===== config.mk =====
export PLATFORM = sky130hd
export DESIGN_NAME = crash_response_monitor
export DESIGN_NICKNAME = d
export VERILOG_FILES = /design/src/rtl/crm_pkg.sv /design/src/rtl/crm_core.sv /design/src/rtl/crash_response_monitor.sv
export SDC_FILE = /design/constraint.sdc
export NUM_CORES = 1
export LEC_CHECK = 0
export ABC_CLOCK_PERIOD_IN_PS = 7020
export BUFFER_PORTS_ARGS = -buffer_cell sky130_fd_sc_hd__clkbuf_2
export CAP_MARGIN = 20
export CORE_ASPECT_RATIO = 2
export CORE_UTILIZATION = 59
export CTS_CLUSTER_DIAMETER = 150
export DETAILED_ROUTE_END_ITERATION = 12
export PLACE_DENSITY = 0.87
export REMOVE_ABC_BUFFERS = 1
export SLEW_MARGIN = 10
export SYNTH_ARGS = -nofsm -noshare
export SYNTH_HDL_FRONTEND = slang
export SYNTH_SLANG_ARGS = --single-unit
export TNS_END_PERCENT = 30

===== constraint.sdc =====
create_clock -name i_clk -period 7.02 [get_ports i_clk]
set_input_delay 0.702 -clock i_clk [delete_from_list [all_inputs] [get_ports i_clk]]
set_output_delay 0.702 -clock i_clk [all_outputs]
set_load 0.02 [all_outputs]

===== src/rtl/crm_pkg.sv =====
// Shared types, constants and codes for the crash response monitor.
package crm_pkg;

    localparam int TIME_BITS = 32;

    // Item kinds
    localparam logic [1:0] CMD_TICK    = 2'd0;
    localparam logic [1:0] CMD_IMPACT  = 2'd1;
    localparam logic [1:0] CMD_HEADING = 2'd2;

    // Report codes
    localparam logic [1:0] LVL_NONE   = 2'd0;
    localparam logic [1:0] LVL_CRASH  = 2'd2;
    localparam logic [1:0] LVL_SEVERE = 2'd3;
    localparam logic [1:0] LAMP_NONE  = 2'd0;
    localparam logic [1:0] LAMP_CRASH = 2'd3;

    // Register indexes
    localparam logic [1:0] REG_SWING_THRESH = 2'd0;
    localparam logic [1:0] REG_COOLDOWN     = 2'd1;
    localparam logic [1:0] REG_WINDOW       = 2'd2;

    localparam logic [7:0]  RST_SWING_THRESH = 8'd30;
    localparam logic [15:0] RST_COOLDOWN     = 16'd1000;
    localparam logic [15:0] RST_WINDOW       = 16'd1000;

    // Heading reduction: q = (raw * MOD_RECIP) >> MOD_SHIFT is floor(raw / 360) or one less
    localparam logic [8:0]  DEG_FULL  = 9'd360;
    localparam logic [7:0]  DEG_HALF  = 8'd180;
    localparam logic [15:0] MOD_RECIP = 16'd46603;
    localparam int          MOD_SHIFT = 24;

    typedef struct packed {
        logic [1:0]  cmd;
        logic [15:0] heading;
    } t_in_item;

    typedef struct packed {
        logic [1:0] accident_level;
        logic [1:0] lamp_level;
        logic       crash_ignored;
        logic       watching;
        logic [7:0] largest_swing;
    } t_out_item;

    typedef struct packed {
        logic [7:0]  swing_thresh_deg;
        logic [15:0] cooldown_ms;
        logic [15:0] window_ms;
    } t_cfg;

endpackage


===== src/rtl/crm_core.sv =====
// Monitor state and per-item update: cooldown, watch window, swing tracking.
module crm_core import crm_pkg::*; (
    input  logic       i_clk,
    input  logic       i_rst_n,
    input  logic       i_fire,
    input  logic [1:0] i_cmd,
    input  logic [8:0] i_hdg,
    input  t_cfg       i_cfg,
    output t_out_item  o_res
);

    logic [TIME_BITS-1:0] r_time, n_time;
    logic [TIME_BITS-1:0] r_last, n_last;
    logic [TIME_BITS-1:0] r_wstart, n_wstart;
    logic                 r_crashed, n_crashed;
    logic [8:0]           r_cur, n_cur;
    logic [8:0]           r_base, n_base;
    logic [7:0]           r_swing, n_swing;
    logic                 r_wopen, n_wopen;
    logic                 r_severe, n_severe;
    logic                 r_pending, n_pending;

    logic [TIME_BITS-1:0] time_inc;
    logic [TIME_BITS-1:0] since_now;
    logic [TIME_BITS-1:0] since_tick;
    logic [TIME_BITS-1:0] elapsed_tick;
    logic [TIME_BITS-1:0] cooldown_ext;
    logic [TIME_BITS-1:0] window_ext;
    logic                 block_now;
    logic                 block_tick;
    logic [8:0]           diff_raw;
    logic [8:0]           diff_wrap;
    logic [7:0]           swing_new;

    assign time_inc     = r_time + TIME_BITS'(1);
    assign since_now    = r_time - r_last;
    assign since_tick   = since_now + TIME_BITS'(1);
    assign elapsed_tick = time_inc - r_wstart;
    assign cooldown_ext = TIME_BITS'(i_cfg.cooldown_ms);
    assign window_ext   = TIME_BITS'(i_cfg.window_ms);
    assign block_now    = r_crashed && (since_now < cooldown_ext);
    assign block_tick   = r_crashed && (since_tick < cooldown_ext);

    // Wrapped angle between base and new heading, always 0..180
    assign diff_raw  = (r_base > i_hdg) ? (r_base - i_hdg) : (i_hdg - r_base);
    assign diff_wrap = (diff_raw > 9'(DEG_HALF)) ? (DEG_FULL - diff_raw) : diff_raw;
    assign swing_new = (diff_wrap[7:0] > r_swing) ? diff_wrap[7:0] : r_swing;

    always_comb begin
        n_time    = r_time;
        n_last    = r_last;
        n_wstart  = r_wstart;
        n_crashed = r_crashed;
        n_cur     = r_cur;
        n_base    = r_base;
        n_swing   = r_swing;
        n_wopen   = r_wopen;
        n_severe  = r_severe;
        n_pending = r_pending;
        o_res.accident_level = LVL_NONE;
        o_res.lamp_level     = LAMP_NONE;
        o_res.crash_ignored  = 1'b0;

        case (i_cmd)
            CMD_TICK: begin
                n_time = time_inc;
                if (r_wopen) begin
                    if (elapsed_tick >= window_ext) begin
                        n_wopen = 1'b0;
                        // Serve the held impact at the closing tick
                        if (r_pending) begin
                            n_pending = 1'b0;
                            if (block_tick) begin
                                o_res.crash_ignored = 1'b1;
                            end else begin
                                n_last    = time_inc;
                                n_wstart  = time_inc;
                                n_crashed = 1'b1;
                                n_wopen   = 1'b1;
                                n_base    = r_cur;
                                n_swing   = '0;
                                n_severe  = 1'b0;
                                o_res.accident_level = LVL_CRASH;
                                o_res.lamp_level     = LAMP_CRASH;
                            end
                        end
                    end else if (!r_severe && (r_swing >= i_cfg.swing_thresh_deg)) begin
                        n_severe = 1'b1;
                        o_res.accident_level = LVL_SEVERE;
                        o_res.lamp_level     = LAMP_CRASH;
                    end
                end
            end
            CMD_IMPACT: begin
                if (r_wopen) begin
                    n_pending = 1'b1;
                end else if (block_now) begin
                    o_res.crash_ignored = 1'b1;
                end else begin
                    n_last    = r_time;
                    n_wstart  = r_time;
                    n_crashed = 1'b1;
                    n_wopen   = 1'b1;
                    n_base    = r_cur;
                    n_swing   = '0;
                    n_severe  = 1'b0;
                    o_res.accident_level = LVL_CRASH;
                    o_res.lamp_level     = LAMP_CRASH;
                end
            end
            CMD_HEADING: begin
                n_cur = i_hdg;
                if (r_wopen) begin
                    n_swing = swing_new;
                    if (!r_severe && (swing_new >= i_cfg.swing_thresh_deg)) begin
                        n_severe = 1'b1;
                        o_res.accident_level = LVL_SEVERE;
                        o_res.lamp_level     = LAMP_CRASH;
                    end
                end
            end
            default: begin
                // unused code: no time passes, report status only
            end
        endcase

        o_res.watching      = n_wopen;
        o_res.largest_swing = n_swing;
    end

    always_ff @(posedge i_clk) begin
        if (!i_rst_n) begin
            r_time    <= '0;
            r_last    <= '0;
            r_wstart  <= '0;
            r_crashed <= 1'b0;
            r_cur     <= '0;
            r_base    <= '0;
            r_swing   <= '0;
            r_wopen   <= 1'b0;
            r_severe  <= 1'b0;
            r_pending <= 1'b0;
        end else if (i_fire) begin
            r_time    <= n_time;
            r_last    <= n_last;
            r_wstart  <= n_wstart;
            r_crashed <= n_crashed;
            r_cur     <= n_cur;
            r_base    <= n_base;
            r_swing   <= n_swing;
            r_wopen   <= n_wopen;
            r_severe  <= n_severe;
            r_pending <= n_pending;
        end
    end

endmodule


===== src/rtl/crash_response_monitor.sv =====
// Top level of the crash response monitor: heading reduction pipeline, state, result register.
//
//  channel  | valid        | ready        | payload
//  ---------+--------------+--------------+------------------------------
//  input    | i_in_valid   | o_in_ready   | i_in  (t_in_item)
//  result   | o_out_valid  | i_out_ready  | o_out (t_out_item)
//  config   | i_cfg_valid  | o_cfg_ready  | i_cfg_index, i_cfg_data
//
//  One request per cycle sustained while results are taken; its result reaches the result
//  register through the pipeline (quotient estimate into the input stage, remainder into the
//  second stage, then the state update into the result register).
//  Empty stages fill while the result register waits, so up to three requests stay in flight.
//  Reset is synchronous: all monitor state clears, registers return to 30 / 1000 / 1000.
//  Config writes are always taken.
module crash_response_monitor import crm_pkg::*; (
    input  logic        i_clk,
    input  logic        i_rst_n,
    input  logic        i_in_valid,
    output logic        o_in_ready,
    input  t_in_item    i_in,
    output logic        o_out_valid,
    input  logic        i_out_ready,
    output t_out_item   o_out,
    input  logic        i_cfg_valid,
    output logic        o_cfg_ready,
    input  logic [1:0]  i_cfg_index,
    input  logic [15:0] i_cfg_data
);

    t_cfg       r_cfg;
    logic       r_s1_v;
    logic [1:0] r_s1_cmd;
    logic [15:0] r_s1_raw;
    logic [7:0] r_s1_q;
    logic       r_s2_v;
    logic [1:0] r_s2_cmd;
    logic [8:0] r_s2_hdg;
    logic       r_out_v;
    t_out_item  r_out;

    logic        out_load;
    logic        s2_load;
    logic        s1_load;
    logic        fire;
    logic [31:0] q_prod;
    logic [16:0] q_times;
    logic [16:0] rem_raw;
    logic [8:0]  rem_fix;
    t_out_item   core_res;

    assign out_load   = !r_out_v || i_out_ready;
    assign fire       = r_s2_v && out_load;
    assign s2_load    = !r_s2_v || out_load;
    assign s1_load    = !r_s1_v || s2_load;
    assign o_in_ready = s1_load;
    assign o_cfg_ready = 1'b1;

    // Quotient estimate, at most one below floor(raw / 360)
    assign q_prod  = 32'(i_in.heading) * 32'(MOD_RECIP);
    assign q_times = 17'(r_s1_q) * 17'(DEG_FULL);
    assign rem_raw = {1'b0, r_s1_raw} - q_times;
    assign rem_fix = (rem_raw >= 17'(DEG_FULL)) ? 9'(rem_raw - 17'(DEG_FULL)) : rem_raw[8:0];

    always_ff @(posedge i_clk) begin
        if (!i_rst_n) begin
            r_cfg.swing_thresh_deg <= RST_SWING_THRESH;
            r_cfg.cooldown_ms      <= RST_COOLDOWN;
            r_cfg.window_ms        <= RST_WINDOW;
        end else if (i_cfg_valid) begin
            case (i_cfg_index)
                REG_SWING_THRESH: r_cfg.swing_thresh_deg <= i_cfg_data[7:0];
                REG_COOLDOWN:     r_cfg.cooldown_ms      <= i_cfg_data;
                REG_WINDOW:       r_cfg.window_ms        <= i_cfg_data;
                default: begin
                    // drop writes to unmapped index
                end
            endcase
        end
    end

    always_ff @(posedge i_clk) begin
        if (!i_rst_n) begin
            r_s1_v  <= 1'b0;
            r_s2_v  <= 1'b0;
            r_out_v <= 1'b0;
        end else begin
            if (s1_load) begin
                r_s1_v <= i_in_valid;
            end
            if (s2_load) begin
                r_s2_v <= r_s1_v;
            end
            if (out_load) begin
                r_out_v <= r_s2_v;
            end
        end
    end

    always_ff @(posedge i_clk) begin
        if (s1_load) begin
            r_s1_cmd <= i_in.cmd;
            r_s1_raw <= i_in.heading;
            r_s1_q   <= q_prod[MOD_SHIFT +: 8];
        end
        if (s2_load) begin
            r_s2_cmd <= r_s1_cmd;
            r_s2_hdg <= rem_fix;
        end
        if (fire) begin
            r_out <= core_res;
        end
    end

    crm_core u_core (
        .i_clk   (i_clk),
        .i_rst_n (i_rst_n),
        .i_fire  (fire),
        .i_cmd   (r_s2_cmd),
        .i_hdg   (r_s2_hdg),
        .i_cfg   (r_cfg),
        .o_res   (core_res)
    );

    assign o_out_valid = r_out_v;
    assign o_out       = r_out;

endmodule


==> results.md <==
- Status: finished clean
- CP max FO: 32
- DR vias/cell: 6.297
- Initial antenna violation count: 1
- VDD IR-drop max: 0.6747 mV
- Number of remaining DRC errors: 0
- Dpl cells: 2921
- Sw Share: 50.06%
- Cells after synthesis: 2488
- Routed WL: 58040 um
- Yosys reg bits: 186
- Clock transition at path regs: 80 ps
- Unique masters post-synth: 97
- Hpwl dp: 45750 um
- Critical Path End: u_core.r_last[4]
- CP bufs+invs: 2
- Core Util, Final: 64.22%
- WS Path Type: flip-flop to flip-flop
- Max Cap Viol: 0
- Worst-Margin Slew: 1051 ps
- Crit. Startpoint: u_core.r_time[1]
- Worst slack, placed: 85.27 ps
- Clk pwr share: 10.3%
- Comb power frac: 76.6%
- Largest net degree at the start of global routing: 89
- Total global routing overflow: 0
- DIE WIDTH: 133.5 um
- Internal power: 4.960 mW
- Total power: 9.932 mW
- CP arrival: 7050 ps
- Mean Syn Cell Area: 8.198 um2
- Max H-tree Level: 4
- Max clock buf depth: 2
- CTS Buf Count: 17
- Top FF cell, synth: dfxtp_1
- Post-route insts no fill: 2962
- Commonest cells after routing, fill and taps aside: ha_1, inv_1, a21oi_1
- Clk_lat worst skew: 480 ps
- NumNets Final: 2936
- First-pass GRT wire length: 91310 um
- ANT cells: 0
- Leakage power total: 10.01 nW
- Final instance area: 0.02191 mm2
- Worst Setup End Kind: flip-flop
- Final TNS setup: 0 ps
- Synthesis-to-finish area growth: 7.411%
- PortBufs: 56
- Critical path depth: 29
- Critical Path Source Type: flip-flop
- Ports: 58
- Worst path max stage delay: 570 ps
- Reg2reg setup slack: 280 ps
- Async SR Flop Fraction: 0%
- Hold Vio Cnt, Final: 0
- Starting Density: 59.79%
- CTS Hold Bufs: 0
- Commonest non-fill, non-tap cell in the layout: ha_1
- Slew Limit Fails: 0
- Sequential share of the synthesized area: 20.66%
- CP required: 7330 ps
- Synth warn: 0
- Row count: 96
- Min Tclk post-route: 6737 ps
- Sink Count: 186
- Hold Crit Class: input pin to flip-flop
- Die height: 264.9 um
- Reg2reg start: u_core.r_time[1]
- Vias in the first global route: 18750
- Core Region: 0.03411 mm2
- Worst path slowest cell: or4_1
- Final period util: 95.97%
- Initial DRT Pass Iterations: 5
- Cell family with most CP delay: simple AND/OR/NAND/NOR gates
- Post-synth EDFFs: 49
- Worst r2r path cells: 29
- Post-detailed-route count of antenna-violating nets: 0
- Layout cells sized above 1: 8.370%
- FMAX: 148.4 MHz
- CTS tree: yes
- Sequential share of power: 13.1%
- CTS Root Cell: clkbuf_16
- Worst Setup Slack, final: 282.6 ps
- Drt first-iter violations: 1196
- GRT Total Usage: 32.91%
- Hold path startpoint: i_in[17]
- Vias: 18650
- Hold Slack: 398.6 ps
- Gpl congestion: 0.9269
- Reg2reg end: u_core.r_last[4]
- Switching power: 4.972 mW
- WL per Instance: 19.60 um
- Finish-stage setup viols: 0
- Worst slew margin: 29.45%
- Pwr/cell area: 453.4 mW/mm2
- DP Area: 0.02107 mm2
- Total die area: 0.03536 mm2
- Post-synthesis cell area: 0.02040 mm2
- Max Clock Skew: 9.253 ps
[registers in the layout, indices dropped and copies added (netlist names)]
signal / cells
u_core.r_wopen: 1
r_s1_cmd: 2
o_out: 12
r_s2_hdg: 9
u_core.r_severe: 1
u_core.r_base: 9
u_core.r_time: 32
r_cfg: 40
u_core.r_pending: 1
u_core.r_last: 32
r_s1_q: 8
r_s1_v: 1
o_out_valid: 1
r_s2_cmd: 2
r_s1_raw: 16
u_core.r_swing: 8
u_core.r_crashed: 1
r_s2_v: 1
u_core.r_cur: 9
[repair_timing]
item,in CTS,in global routing
setup endpoints to repair,0,60
gates resized for setup,0,35
setup buffers,0,9
[per-layer routing]
layer | track usage (%) | up-vias | part of all wire, %
met2 | 61.64 | 727 | 53
met3 | 5.221 | 307 | 4.2
met1 | 29.99 | 8839 | 33
met4 | 29.15 | 2 | 9.1
met5 | 0 | - | 0.022
li1 | - | 8778 | -
[area by class of cell]
type,instances,area [um2]
tap,441,551.8
clock buffer,18,450.4
timing repair buffer,94,619.3
multi-input combinational,1912,14780
fill,2791,12210
sequential,186,4223
inverter,297,1117
clock inverter,14,170.2
[worst reg2reg max path: cells and delay by family, from the launching register on]
kind | cells | cell delay (ps)
AND/OR/NAND/NOR | 10 | 2340
AO/OA/AOI/OAI | 12 | 2170
adder cells (fa/ha/maj) | 3 | 900
buffers and inverters | 2 | 410
flip-flops | 1 | 410
XOR/XNOR | 2 | 350
[synth_stat cells, types with 45 or more instances]
cell type	count	area share, %
ha_1	304	19
inv_1	296	5.4
a21oi_1	234	5.7
nand2_1	217	4.0
nor2_1	142	2.6
o21ai_0	139	3.4
dfxtp_1	137	13
xnor2_1	116	5.0
fa_1	83	8.1
nand3_1	69	1.7
clkbuf_1	65	1.2
a21o_1	49	1.8
edfxtp_1	49	7.2
xor2_1	45	1.9
[power groups by stage]
stage | Sequential (mW) | Clock (mW) | Combinational (mW)
floorplan | 1.31 | 0 | 5.57
global placement | 1.32 | 0 | 6.92
finish | 1.30 | 1.02 | 7.60
global route | 1.31 | 1.07 | 8.46
CTS | 1.30 | 1.03 | 7.38
detailed placement | 1.33 | 0 | 7.30
[worst min path at each step]
stage | endpoint | slack, ps | cells past startpoint
finish | r_s1_cmd[1] | 400 | 1
global route | r_s1_cmd[1] | 400 | 1
CTS | r_s1_cmd[1] | 390 | 1
detailed placement | u_core.r_cur[5] | 450 | 2
global placement | u_core.r_cur[2] | 440 | 2
floorplan | r_s2_cmd[0] | 400 | 0
[kinds of logic (layout without fill, tap and decap cells)]
group | Yosys count | count (layout) | share of synthesized area, %
XOR/XNOR | 163 | 163 | 7.073
AND/OR/NAND/NOR | 687 | 687 | 16.67
flip-flops | 186 | 186 | 20.66
multiplexers | 18 | 18 | 0.8956
buffers and inverters | 390 | 423 | 7.490
AO/OA/AOI/OAI | 656 | 656 | 20.40
other | 1 | 1 | 0.01839
adder cells (fa/ha/maj) | 387 | 387 | 26.80
No activity file was read; power rests on OpenSTA's default activity.
